[config.mk]
export PLATFORM = sky130hd
export DESIGN_NAME = array_doubly_linked_list
export DESIGN_NICKNAME = d
export VERILOG_FILES = /design/src/sv/adll_pkg.sv /design/src/sv/array_doubly_linked_list.sv
export SDC_FILE = /design/constraint.sdc
export NUM_CORES = 2
export LEC_CHECK = 0
export BUFFER_PORTS_ARGS = -buffer_cell sky130_fd_sc_hd__buf_2
export CORE_AREA = 2 2 458 460
export CTS_BUF_LIST = sky130_fd_sc_hd__clkbuf_16
export CTS_CLUSTER_DIAMETER = 40
export DETAILED_ROUTE_END_ITERATION = 12
export DIE_AREA = 0 0 460 462
export GPL_ROUTABILITY_DRIVEN = 1
export GPL_TIMING_DRIVEN = 0
export PLACE_DENSITY_LB_ADDON = 0.05
export REMOVE_ABC_BUFFERS = 1
export SLEW_MARGIN = 20
export SYNTH_ARGS = -nofsm -noshare
export SYNTH_HDL_FRONTEND = slang
export SYNTH_SLANG_ARGS = --single-unit
[constraint.sdc]
create_clock -name clk -period 4.9 [get_ports clk]
set_input_delay 0.98 -clock clk [delete_from_list [all_inputs] [get_ports clk]]
set_output_delay 0.98 -clock clk [all_outputs]
set_load 0.1 [all_outputs]
[src/sv/adll_pkg.sv]
// Shared constants for the array-based doubly linked list.
// Field widths, command and status codes and the default pool size; no dependencies.
package adll_pkg;

  localparam int SlotsDefault = 32;

  localparam int CMD_W   = 1;
  localparam int KEY_W   = 31;
  localparam int STAT_W  = 2;
  localparam int SLOT_W  = 5;
  localparam int COUNT_W = 6;

  localparam logic [CMD_W-1:0] CMD_INSERT = 1'b0;
  localparam logic [CMD_W-1:0] CMD_DELETE = 1'b1;

  localparam logic [STAT_W-1:0] ST_INSERTED = 2'd0;
  localparam logic [STAT_W-1:0] ST_DELETED  = 2'd1;
  localparam logic [STAT_W-1:0] ST_FULL     = 2'd2;
  localparam logic [STAT_W-1:0] ST_NOTFOUND = 2'd3;

endpackage

[src/sv/array_doubly_linked_list.sv]
// Array-based doubly linked list of keys in a pool of SLOTS slots.
// Depends on adll_pkg for field widths, command and status codes.
//
//   channel | handshake          | fields
//   --------+--------------------+---------------------
//   in      | in_valid, in_stall | command, key
//   out     | out_valid, out_stall | status, slot, count
//
// Insert: lowest-free-slot scan over the occupancy memory (one slot a cycle),
// then a walk along next links to the tail (one node a cycle). Delete: a
// walk along next links reading key and links of one node a cycle, then an
// unlink step. Output stalls hold the finished item in its done state.
// After rst a clearing pass writes every slot of the occupancy memory,
// with in_stall high. A stalled result sits in the output register while
// the next beat is taken and worked on; it is replaced only once taken.
module array_doubly_linked_list #(
  parameter int SLOTS = adll_pkg::SlotsDefault
) (
  input  logic                         clk,
  input  logic                         rst,
  input  logic                         in_valid,
  output logic                         in_stall,
  input  logic [adll_pkg::CMD_W-1:0]   command,
  input  logic [adll_pkg::KEY_W-1:0]   key,
  output logic                         out_valid,
  input  logic                         out_stall,
  output logic [adll_pkg::STAT_W-1:0]  status,
  output logic [adll_pkg::SLOT_W-1:0]  slot,
  output logic [adll_pkg::COUNT_W-1:0] count
);
  import adll_pkg::*;

  localparam int SW = $clog2(SLOTS);
  localparam int LW = SW + 1;
  localparam int CW = $clog2(SLOTS + 1);
  localparam logic [LW-1:0] NIL_LINK  = {1'b1, {SW{1'b0}}};
  localparam logic [SW:0]   SLOTS_CNT = (SW + 1)'(SLOTS);
  localparam logic [SW-1:0] LAST_SLOT = SW'(SLOTS - 1);

  localparam logic [3:0] S_CLR   = 4'd0;
  localparam logic [3:0] S_IDLE  = 4'd1;
  localparam logic [3:0] S_SCAN  = 4'd2;
  localparam logic [3:0] S_ISET  = 4'd3;
  localparam logic [3:0] S_IWALK = 4'd4;
  localparam logic [3:0] S_DWALK = 4'd5;
  localparam logic [3:0] S_DUNL  = 4'd6;
  localparam logic [3:0] S_DONE  = 4'd7;

  logic [3:0]        state;
  logic [KEY_W-1:0]  key_hold;
  logic [SW-1:0]     cur;
  logic [SW-1:0]     free_slot;
  logic [SW:0]       scan_idx;
  logic [SW-1:0]     chk_idx;
  logic              rd_vld;
  logic [SW:0]       steps;
  logic [LW-1:0]     head;
  logic [CW-1:0]     entry_count;
  logic [STAT_W-1:0] res_status;
  logic [SW-1:0]     res_slot;

  // pool memories
  logic [KEY_W-1:0] key_mem  [SLOTS];
  logic [LW-1:0]    next_mem [SLOTS];
  logic [LW-1:0]    prev_mem [SLOTS];
  logic             used_mem [SLOTS];

  logic [KEY_W-1:0] key_q;
  logic [LW-1:0]    next_q;
  logic [LW-1:0]    prev_q;
  logic             used_q;

  logic [SW-1:0]    link_raddr;
  logic             key_we;
  logic             next_we;
  logic [SW-1:0]    next_waddr;
  logic [LW-1:0]    next_wdata;
  logic             prev_we;
  logic [SW-1:0]    prev_waddr;
  logic [LW-1:0]    prev_wdata;
  logic             used_we;
  logic [SW-1:0]    used_waddr;
  logic             used_wdata;

  logic iwalk_end;
  logic dwalk_hit;
  logic dwalk_miss;
  logic out_free;

  assign in_stall   = (state != S_IDLE);
  assign iwalk_end  = next_q[SW] || (steps == SLOTS_CNT);
  assign dwalk_hit  = (key_q == key_hold);
  assign dwalk_miss = !dwalk_hit && (next_q[SW] || (steps == SLOTS_CNT));
  assign out_free   = !out_valid || !out_stall;

  // one read address serves key, next and prev memories
  always_comb begin
    unique case (state)
      S_IDLE, S_ISET: link_raddr = head[SW-1:0];
      S_IWALK:        link_raddr = next_q[SW-1:0];
      // on a hit, reread the matching node so its links reach the unlink cycle
      S_DWALK:        link_raddr = dwalk_hit ? cur : next_q[SW-1:0];
      default:        link_raddr = cur;
    endcase
  end

  always_comb begin
    key_we     = 1'b0;
    next_we    = 1'b0;
    next_waddr = free_slot;
    next_wdata = NIL_LINK;
    prev_we    = 1'b0;
    prev_waddr = free_slot;
    prev_wdata = NIL_LINK;
    used_we    = 1'b0;
    used_waddr = free_slot;
    used_wdata = 1'b1;
    unique case (state)
      S_CLR: begin
        used_we    = 1'b1;
        used_waddr = scan_idx[SW-1:0];
        used_wdata = 1'b0;
      end
      S_ISET: begin
        key_we  = 1'b1;
        next_we = 1'b1;
        used_we = 1'b1;
        prev_we = head[SW];
      end
      S_IWALK: begin
        if (iwalk_end) begin
          next_we    = 1'b1;
          next_waddr = cur;
          next_wdata = {1'b0, free_slot};
          prev_we    = 1'b1;
          prev_wdata = {1'b0, cur};
        end
      end
      S_DUNL: begin
        // bypass the node: predecessor's next and successor's prev
        next_we    = !prev_q[SW];
        next_waddr = prev_q[SW-1:0];
        next_wdata = next_q;
        prev_we    = !next_q[SW];
        prev_waddr = next_q[SW-1:0];
        prev_wdata = prev_q;
        used_we    = 1'b1;
        used_waddr = cur;
        used_wdata = 1'b0;
      end
      default: ;
    endcase
  end

  always_ff @(posedge clk) begin
    if (key_we) key_mem[free_slot] <= key_hold;
    key_q <= key_mem[link_raddr];
  end

  always_ff @(posedge clk) begin
    if (next_we) next_mem[next_waddr] <= next_wdata;
    next_q <= next_mem[link_raddr];
  end

  always_ff @(posedge clk) begin
    if (prev_we) prev_mem[prev_waddr] <= prev_wdata;
    prev_q <= prev_mem[link_raddr];
  end

  always_ff @(posedge clk) begin
    if (used_we) used_mem[used_waddr] <= used_wdata;
    used_q <= used_mem[scan_idx[SW-1:0]];
  end

  always_ff @(posedge clk) begin
    if (rst) begin
      state       <= S_CLR;
      scan_idx    <= '0;
      head        <= NIL_LINK;
      entry_count <= '0;
      out_valid   <= 1'b0;
    end else begin
      if (out_valid && !out_stall) out_valid <= 1'b0;
      unique case (state)
        S_CLR: begin
          scan_idx <= scan_idx + 1'b1;
          if (scan_idx[SW-1:0] == LAST_SLOT) state <= S_IDLE;
        end
        S_IDLE: begin
          if (in_valid) begin
            key_hold <= key;
            scan_idx <= '0;
            rd_vld   <= 1'b0;
            cur      <= head[SW-1:0];
            steps    <= '0;
            if (command == CMD_INSERT) begin
              state <= S_SCAN;
            end else if (head[SW]) begin
              res_status <= ST_NOTFOUND;
              res_slot   <= '0;
              state      <= S_DONE;
            end else begin
              state <= S_DWALK;
            end
          end
        end
        S_SCAN: begin
          // each read is registered in used_q before its slot is checked
          if (rd_vld && !used_q) begin
            free_slot <= chk_idx;
            state     <= S_ISET;
          end else if (rd_vld && (chk_idx == LAST_SLOT)) begin
            res_status <= ST_FULL;
            res_slot   <= '0;
            state      <= S_DONE;
          end else begin
            chk_idx  <= scan_idx[SW-1:0];
            scan_idx <= scan_idx + 1'b1;
            rd_vld   <= 1'b1;
          end
        end
        S_ISET: begin
          res_status <= ST_INSERTED;
          res_slot   <= free_slot;
          cur        <= head[SW-1:0];
          steps      <= '0;
          if (head[SW]) begin
            head        <= {1'b0, free_slot};
            entry_count <= entry_count + 1'b1;
            state       <= S_DONE;
          end else begin
            state <= S_IWALK;
          end
        end
        S_IWALK: begin
          if (iwalk_end) begin
            entry_count <= entry_count + 1'b1;
            state       <= S_DONE;
          end else begin
            cur   <= next_q[SW-1:0];
            steps <= steps + 1'b1;
          end
        end
        S_DWALK: begin
          if (dwalk_hit) begin
            state <= S_DUNL;
          end else if (dwalk_miss) begin
            res_status <= ST_NOTFOUND;
            res_slot   <= '0;
            state      <= S_DONE;
          end else begin
            cur   <= next_q[SW-1:0];
            steps <= steps + 1'b1;
          end
        end
        S_DUNL: begin
          if (prev_q[SW]) head <= next_q;
          if (entry_count != '0) entry_count <= entry_count - 1'b1;
          res_status <= ST_DELETED;
          res_slot   <= cur;
          state      <= S_DONE;
        end
        S_DONE: begin
          // hold until the output register is free or being taken
          if (out_free) begin
            out_valid <= 1'b1;
            state     <= S_IDLE;
          end
        end
        default: state <= S_IDLE;
      endcase
    end
  end

  always_ff @(posedge clk) begin
    if (state == S_DONE && out_free) begin
      status <= res_status;
      slot   <= SLOT_W'(res_slot);
      count  <= COUNT_W'(entry_count);
    end
  end

  a_head_matches_count: assert property (@(posedge clk) disable iff (rst)
    head[SW] == (entry_count == '0))
    else $error("head marker disagrees with entry count");

  a_count_bound: assert property (@(posedge clk) disable iff (rst)
    entry_count <= CW'(SLOTS))
    else $error("entry count exceeds pool size");

  a_full_only_when_full: assert property (@(posedge clk) disable iff (rst)
    (state == S_DONE && res_status == ST_FULL) |-> entry_count == CW'(SLOTS))
    else $error("full reported with free slots");

  a_result_from_done: assert property (@(posedge clk) disable iff (rst)
    (out_valid && !$past(out_valid)) |-> $past(state) == S_DONE)
    else $error("result appeared without a finished item");

endmodule

Word level (Yosys, flattened, before mapping)

Memory sizes are Yosys's and may differ from the RTL's. A register that Yosys moved wholly into a read port is not among the register bits.
Cells that the tools add are included.

Register bits after elaboration: 96
Bits in latches: 0
Memory bits (writable): 1408
Bits in read-only memories: 0
Bits of input ports: 36
Logic and storage cells: 172
Memories: 4

Add/sub/neg operators: 4
Multipliers: 0
Divide/modulo/power cells: 0
$lt $le $gt $ge: 0
Equal/unequal tests: 30
Shift-type cells: 0
Mux-type cells: 79
Bitwise operators: 3
Reduce and logical (&&, ||, !) cells: 35

Memory list:

| name     | depth | width | rd ports | clocked after memory_dff | write ports | line                           | RTL |
|---|---|---|---|---|---|---|---|
| key_mem  | 32    | 31    | 1        | 1                        | 1           | array_doubly_linked_list.sv:63 | `logic [KEY_W-1:0] key_mem [SLOTS];` |
| next_mem | 32    | 6     | 1        | 1                        | 1           | array_doubly_linked_list.sv:64 | `logic [LW-1:0] next_mem [SLOTS];` |
| prev_mem | 32    | 6     | 1        | 1                        | 1           | array_doubly_linked_list.sv:65 | `logic [LW-1:0] prev_mem [SLOTS];` |
| used_mem | 32    | 1     | 1        | 1                        | 1           | array_doubly_linked_list.sv:66 | `logic used_mem [SLOTS];` |

Operators by type and width:

| kind                                                            | count |
|---|---|
| 5-bit 2-to-1 mux                                                | 15 |
| 6-bit 2-to-1 mux                                                | 12 |
| 6-bit case mux with 2 select lines                              | 3 |
| 6-bit case mux with 3 select lines                              | 2 |
| 4-bit 2-to-1 mux                                                | 8 |
| 2-bit inequality test, second input constant                    | 16 |
| 4-bit case mux with 8 select lines                              | 1 |
| 31-bit == test                                                  | 1 |
| 5-bit case mux with 5 select lines                              | 1 |
| 6-bit case mux with 4 select lines                              | 1 |
| 5-bit case mux with 2 select lines                              | 2 |
| 5-bit case mux with 4 select lines                              | 1 |
| 6-bit by 1-bit adder with 6-bit output, second input constant   | 3 |
| 1-bit 2-to-1 mux                                                | 18 |
| 2-bit 2-to-1 mux                                                | 9 |
| 4-bit by 3-bit == test with 1-bit output, second input constant | 4 |
| 5-bit case mux with 3 select lines                              | 1 |
| 4-bit AND reduction                                             | 3 |
| 6-bit AND reduction                                             | 2 |
| 5-bit == test, second input constant                            | 2 |
| 2-bit case mux with 5 select lines                              | 1 |
| 3-bit AND reduction                                             | 3 |
| 9-bit AND reduction                                             | 1 |
| 4-bit by 2-bit == test with 1-bit output, second input constant | 2 |
| other kinds (22)                                                | 39 |

Logic depth before layout (Yosys ltp)

Depth in word-level cells: 6
Gate-level depth with buffers: 17
Gate-level depth less buffers: 12

Worst setup path after synthesis

Ideal clock, no wire load.

Path kind: flip-flop to flip-flop
From: reg state[2]
To: reg entry_count[5]
Setup time: 0.128 ns
Arrival time: 3.354 ns
Required time: 4.772 ns
Path slack: 1.419 ns
Stages on the path, launching flop included: 18
Path buffers: 5
Clock period less this slack: 3.481 ns
Path through: dfxtp_1 clkbuf_1 buf_2 nor2b_1 nand2_1 inv_1 clkbuf_1 buf_1 buf_1 ha_1 a21o_1 a21oi_1 o21bai_1 a21oi_1 xnor2_1 nand2_1 xor2_1 nor2_1

Word-level cells in the longest chain between the ends: 3
Elaborated cells on any way between the ends: 9
Classes of those cells: 6 x eq/ne; 1 x mux; 2 x reduce/logical

Ends and longest elaborated chain:

| element                                                                                                     | line                            | RTL |
|---|---|---|
| from (decl)                                                                                                 | array_doubly_linked_list.sv:49  | `logic [3:0] state;` |
| from (signal assigned)                                                                                      | array_doubly_linked_list.sv:177 | `state <= S_CLR;` |
| from (signal assigned)                                                                                      | array_doubly_linked_list.sv:187 | `if (scan_idx[SW-1:0] == LAST_SLOT) state <= S_IDLE;` |
| from (signal assigned)                                                                                      | array_doubly_linked_list.sv:197 | `state <= S_SCAN;` |
| 4-bit by 3-bit == test with 1-bit output / 4-bit by 2-bit == test with 1-bit output (equally long branches) | array_doubly_linked_list.sv:184 | `unique case (state)` |
| 2-bit inequality test (no line) / 3-bit nonzero test (equally long branches)                                | -                               |  |
| 4-bit AND reduction (no line)                                                                               | -                               |  |
| to (signal assigned)                                                                                        | array_doubly_linked_list.sv:229 | `entry_count <= entry_count + 1'b1;` |
| to (signal assigned)                                                                                        | array_doubly_linked_list.sv:237 | `entry_count <= entry_count + 1'b1;` |
| to (signal assigned)                                                                                        | array_doubly_linked_list.sv:258 | `if (entry_count != '0) entry_count <= entry_count - 1'b1;` |
| to (decl)                                                                                                   | array_doubly_linked_list.sv:58  | `logic [CW-1:0] entry_count;` |

Several ways; a longest one is shown, not always the timed one.
A chain may end at the register's enable or synchronous reset.

Worst setup path in the final report

From: reg key_hold[5]
To: reg key_q[2], read port of key_mem

Word-level cells in the longest chain between the ends: 3

Ends and longest elaborated chain:

| element                            | line                            | RTL |
|---|---|---|
| from (decl)                        | array_doubly_linked_list.sv:50  | `logic [KEY_W-1:0] key_hold;` |
| from (signal assigned)             | array_doubly_linked_list.sv:191 | `key_hold <= key;` |
| 31-bit == test                     | array_doubly_linked_list.sv:92  | `assign dwalk_hit = (key_q == key_hold);` |
| 5-bit 2-to-1 mux                   | array_doubly_linked_list.sv:102 | `S_DWALK: link_raddr = dwalk_hit ? cur : next_q[SW-1:0];` |
| 5-bit case mux with 3 select lines | array_doubly_linked_list.sv:98  | `unique case (state)` |
| to (decl)                          | array_doubly_linked_list.sv:68  | `logic [KEY_W-1:0] key_q;` |

No other way between the ends.

==> results.yml <==
floorplan:
  die-height_um: 462
  number_of_cell_rows: 168
  die_area_um2: 213000
  initial_utilization_pct: 29.7
  ioPinCount: 51
  floorplan.core_area_um2: 208000
  die_x_um: 460
sta:
  hold_viol: 0
  setup_violations: 0
  tightest_slew_ps: 999
  fin_worst_hold_slack_ps: 225
  timing.slew.headroom_pct: 32.8
  fin_ws_ps: 100
  layout_worst_path_cycle_share_pct: 98.0
  final.min_clock_period_ps: 4800
  timing_max_transition_violations_final: 0
  skew_ps: 46.8
  rsz_0062_raised_after_global_routing: "yes"
  max_freq_mhz: 208
critical_path:
  worstSetupStartpointType: "flip-flop"
  critPathMostFrequentCell: "sky130_fd_sc_hd__buf_16"
  worst_setup_end_kind: "flip-flop"
  worstPathMaxFanout: 25
  timing.setup.critical_path_class: "reg2reg"
  cpPeakStageDelay_ps: 580
  critPathSlowestCell: "sky130_fd_sc_hd__edfxtp_1"
  worstPathArrival_ps: 5560
  timing.critical_path.cells: "buf_16, xor2_1, nor4_4, and4_4, a21oi_4, buf_16, nor2_4, buf_16, buf_16, nand3b_1, buf_6, buf_8, buf_6, o2111ai_1, nor4_2"
  cp_data_required_time_ps: 5660
synthesis:
  total_of_warnings_raised_by_yosys: 0
  post_synth_arst_share_pct: 0
  ys_seq_area_share_pct: 73.9
  synth-main-ff-cell: "sky130_fd_sc_hd__edfxtp_1"
  post_synth_edffs: 1481
  synth_cell_types: 68
  mean_post_synth_cell_area_um2: 15.6
  synthesis.instances: 3976
  yosys_register_bits: 1546
  syn_area_um2: 61900
global_route:
  grt.overflow.total: 0
  number_of_global_route_vias_before_repair: 36847
  use_met2_pct: 31.5
  globalRouteMet3Util_pct: 3.48
  global_route.usage.met1_pct: 25.9
  grt_pass1_wl_um: 288000
  grt-busiest-layer: "met2"
  pin_count_of_the_biggest_net_entering_global_routing: 63
  number_of_antenna_violations_at_the_first_check_in_global_routing: 5
  groute.usage.overall_pct: 19.2
run:
  drv_cap: 0
cts:
  cts_buffers: 317
  cts_tree: "done"
  clock_tree.htree_level_count: 5
  max-clock-path-buffers: 4
  clock_insertion_delay_worst_skew_ps: 910
  cts_root_buf: "sky130_fd_sc_hd__clkbuf_16"
  cts_clock_pin_slew_for_the_worst_setup_and_hold_paths_ps: 50
  clock-sinks: 1546
placed_design:
  place_hpwl_um: 125000
  dpl_worst_slack_ps: -2210
  numPortBuffers: 50
  gpl.final_weighted_congestion: 0.734
outcome:
  status: "finished clean"
routing:
  avgRoutedWirePerCell_um: 28.3
  via_per_inst: 5.02
  drt_wl_total_um: 206000
  remaining_drc_errors: 0
  route.antenna.remaining_nets: 0
  via_count: 36614
  drt_pass1_iterations: 5
  drt_first_iter_violations: 2844
layout:
  final_util_pct: 38.5
  share_of_layout_cells_above_drive_strength_1_pct: 20.9
  final_cell_mix: "sky130_fd_sc_hd__edfxtp_1, sky130_fd_sc_hd__mux2i_1, sky130_fd_sc_hd__nand2_1"
  syn_to_final_growth_pct: 29.4
  finish.net_count: 4381
  fillers: 19273
  layout.cells.most_common: "sky130_fd_sc_hd__edfxtp_1"
pwr:
  leakagePower_nw: 26.9
  power_per_cell_area_nw_per_um2: 442
  vdd.ir_drop.worst_v: 0.000391
worst_hold_path:
  worst_hold_path_type: "in2reg"
==> cell usage after synthesis, types with 65 or more instances <==
cell type | n | area [µm²]
sky130_fd_sc_hd__a211oi_1 | 303 | 2270
sky130_fd_sc_hd__and3_1 | 217 | 1360
sky130_fd_sc_hd__nor2_1 | 185 | 694
sky130_fd_sc_hd__nand2_1 | 339 | 1270
sky130_fd_sc_hd__buf_2 | 90 | 450
sky130_fd_sc_hd__nor3b_1 | 84 | 631
sky130_fd_sc_hd__a32o_1 | 84 | 841
sky130_fd_sc_hd__clkbuf_1 | 167 | 627
sky130_fd_sc_hd__mux2i_1 | 356 | 3560
sky130_fd_sc_hd__o21ai_0 | 136 | 681
sky130_fd_sc_hd__dfxtp_1 | 65 | 1300
sky130_fd_sc_hd__edfxtp_1 | 1481 | 44500
==> routing by layer <==
metal | vias up | wire length [µm]
li1 | 16605 | -
met1 | 18889 | 93700
met2 | 854 | 99600
met3 | 266 | 8850
met4 | 0 | 4050
met5 | - | 0
==> area by class of cell <==
class	instances	area [µm²]	area share, %
sequential	1546	45800	57.1
clock inverter	236	2330	2.90
timing repair buffer	315	4990	6.23
tap	2720	3400	4.25
antenna	3	7.51	0.00937
clock buffer	323	8080	10.1
inverter	18	71.3	0.0890
multi-input combinational	2137	15500	19.3
timing repair inverter	1	5.00	0.00625
==> per-stage QoR <==
| stage | total power [mW] | setup TNS (ps) | instances | instance area (µm²) |
|---|---|---|---|---|
| after global placement | 14.6 | -5490240 | 6464 | 64300 |
| after global routing | 36.5 | -10.0 | 7297 | 80100 |
| after CTS | 35.9 | 0 | 7285 | 80000 |
| after floorplan | 14.6 | -578430 | 3694 | 60600 |
| after detailed placement | 14.6 | -91690 | 6647 | 68700 |
| final | 35.4 | 0 | 7299 | 80100 |
==> cells by family after synthesis <==
kind of cell             share of synthesized area (%)
AO/OA/AOI/OAI                                     8.64
adder cells (fa/ha/maj)                          0.194
AND/OR/NAND/NOR                                   8.26
XOR/XNOR                                         0.608
flip-flops                                        73.9
buffers and inverters                             2.15
multiplexers                                      6.21
==> report_power, final <==
group          switching (mW)  internal, mW  leakage [nW]
logic                  0.0376        0.0290          8.50
clock network            7.00          14.0          5.13
registers              0.0131          14.3          13.3
total                    7.05          28.3          26.9
==> worst max-delay path: cells and delay by family (launching register included) <==
| kind | cells | cell delay (ps) |
|---|---|---|
| AO/OA/AOI/OAI | 2 | 670 |
| XOR/XNOR | 1 | 210 |
| buffers and inverters | 7 | 1500 |
| flip-flops | 1 | 580 |
| AND/OR/NAND/NOR | 5 | 1580 |
==> registers in the layout (all words and copies together), names as in the netlist, 6 cells and up <==
register / flops
key_hold: 31
prev_mem: 192
steps: 6
key_q: 31
entry_count: 6
used_mem: 32
key_mem: 992
count: 6
next_mem: 192
head: 6
prev_q: 6
next_q: 6
==> worst paths after layout <==
path                                       startpoint                      to  slack [ps]  cells after the start
worst max-delay path            key_hold[5]$_DFFE_PP_        key_q[2]$_DFF_P_         100                     15
worst min-delay path                          key[15]  key_hold[15]$_DFFE_PP_         220                      1
worst max register to register  key_hold[5]$_DFFE_PP_        key_q[2]$_DFF_P_         100                     15
worst min register to register  res_slot[1]$_DFFE_PP_       slot[1]$_DFFE_PP_         420                      0
==> timing repair <==
action | in CTS | in global routing
gates resized for setup | 20 | 7
buffers inserted | 73 | 8
pin swaps | 8 | 2
gates cloned | 6 | 3
hold buffers | 0 | 0
endpoints found under the setup margin | 186 | 145
No activity file was read; power rests on OpenSTA's default activity.
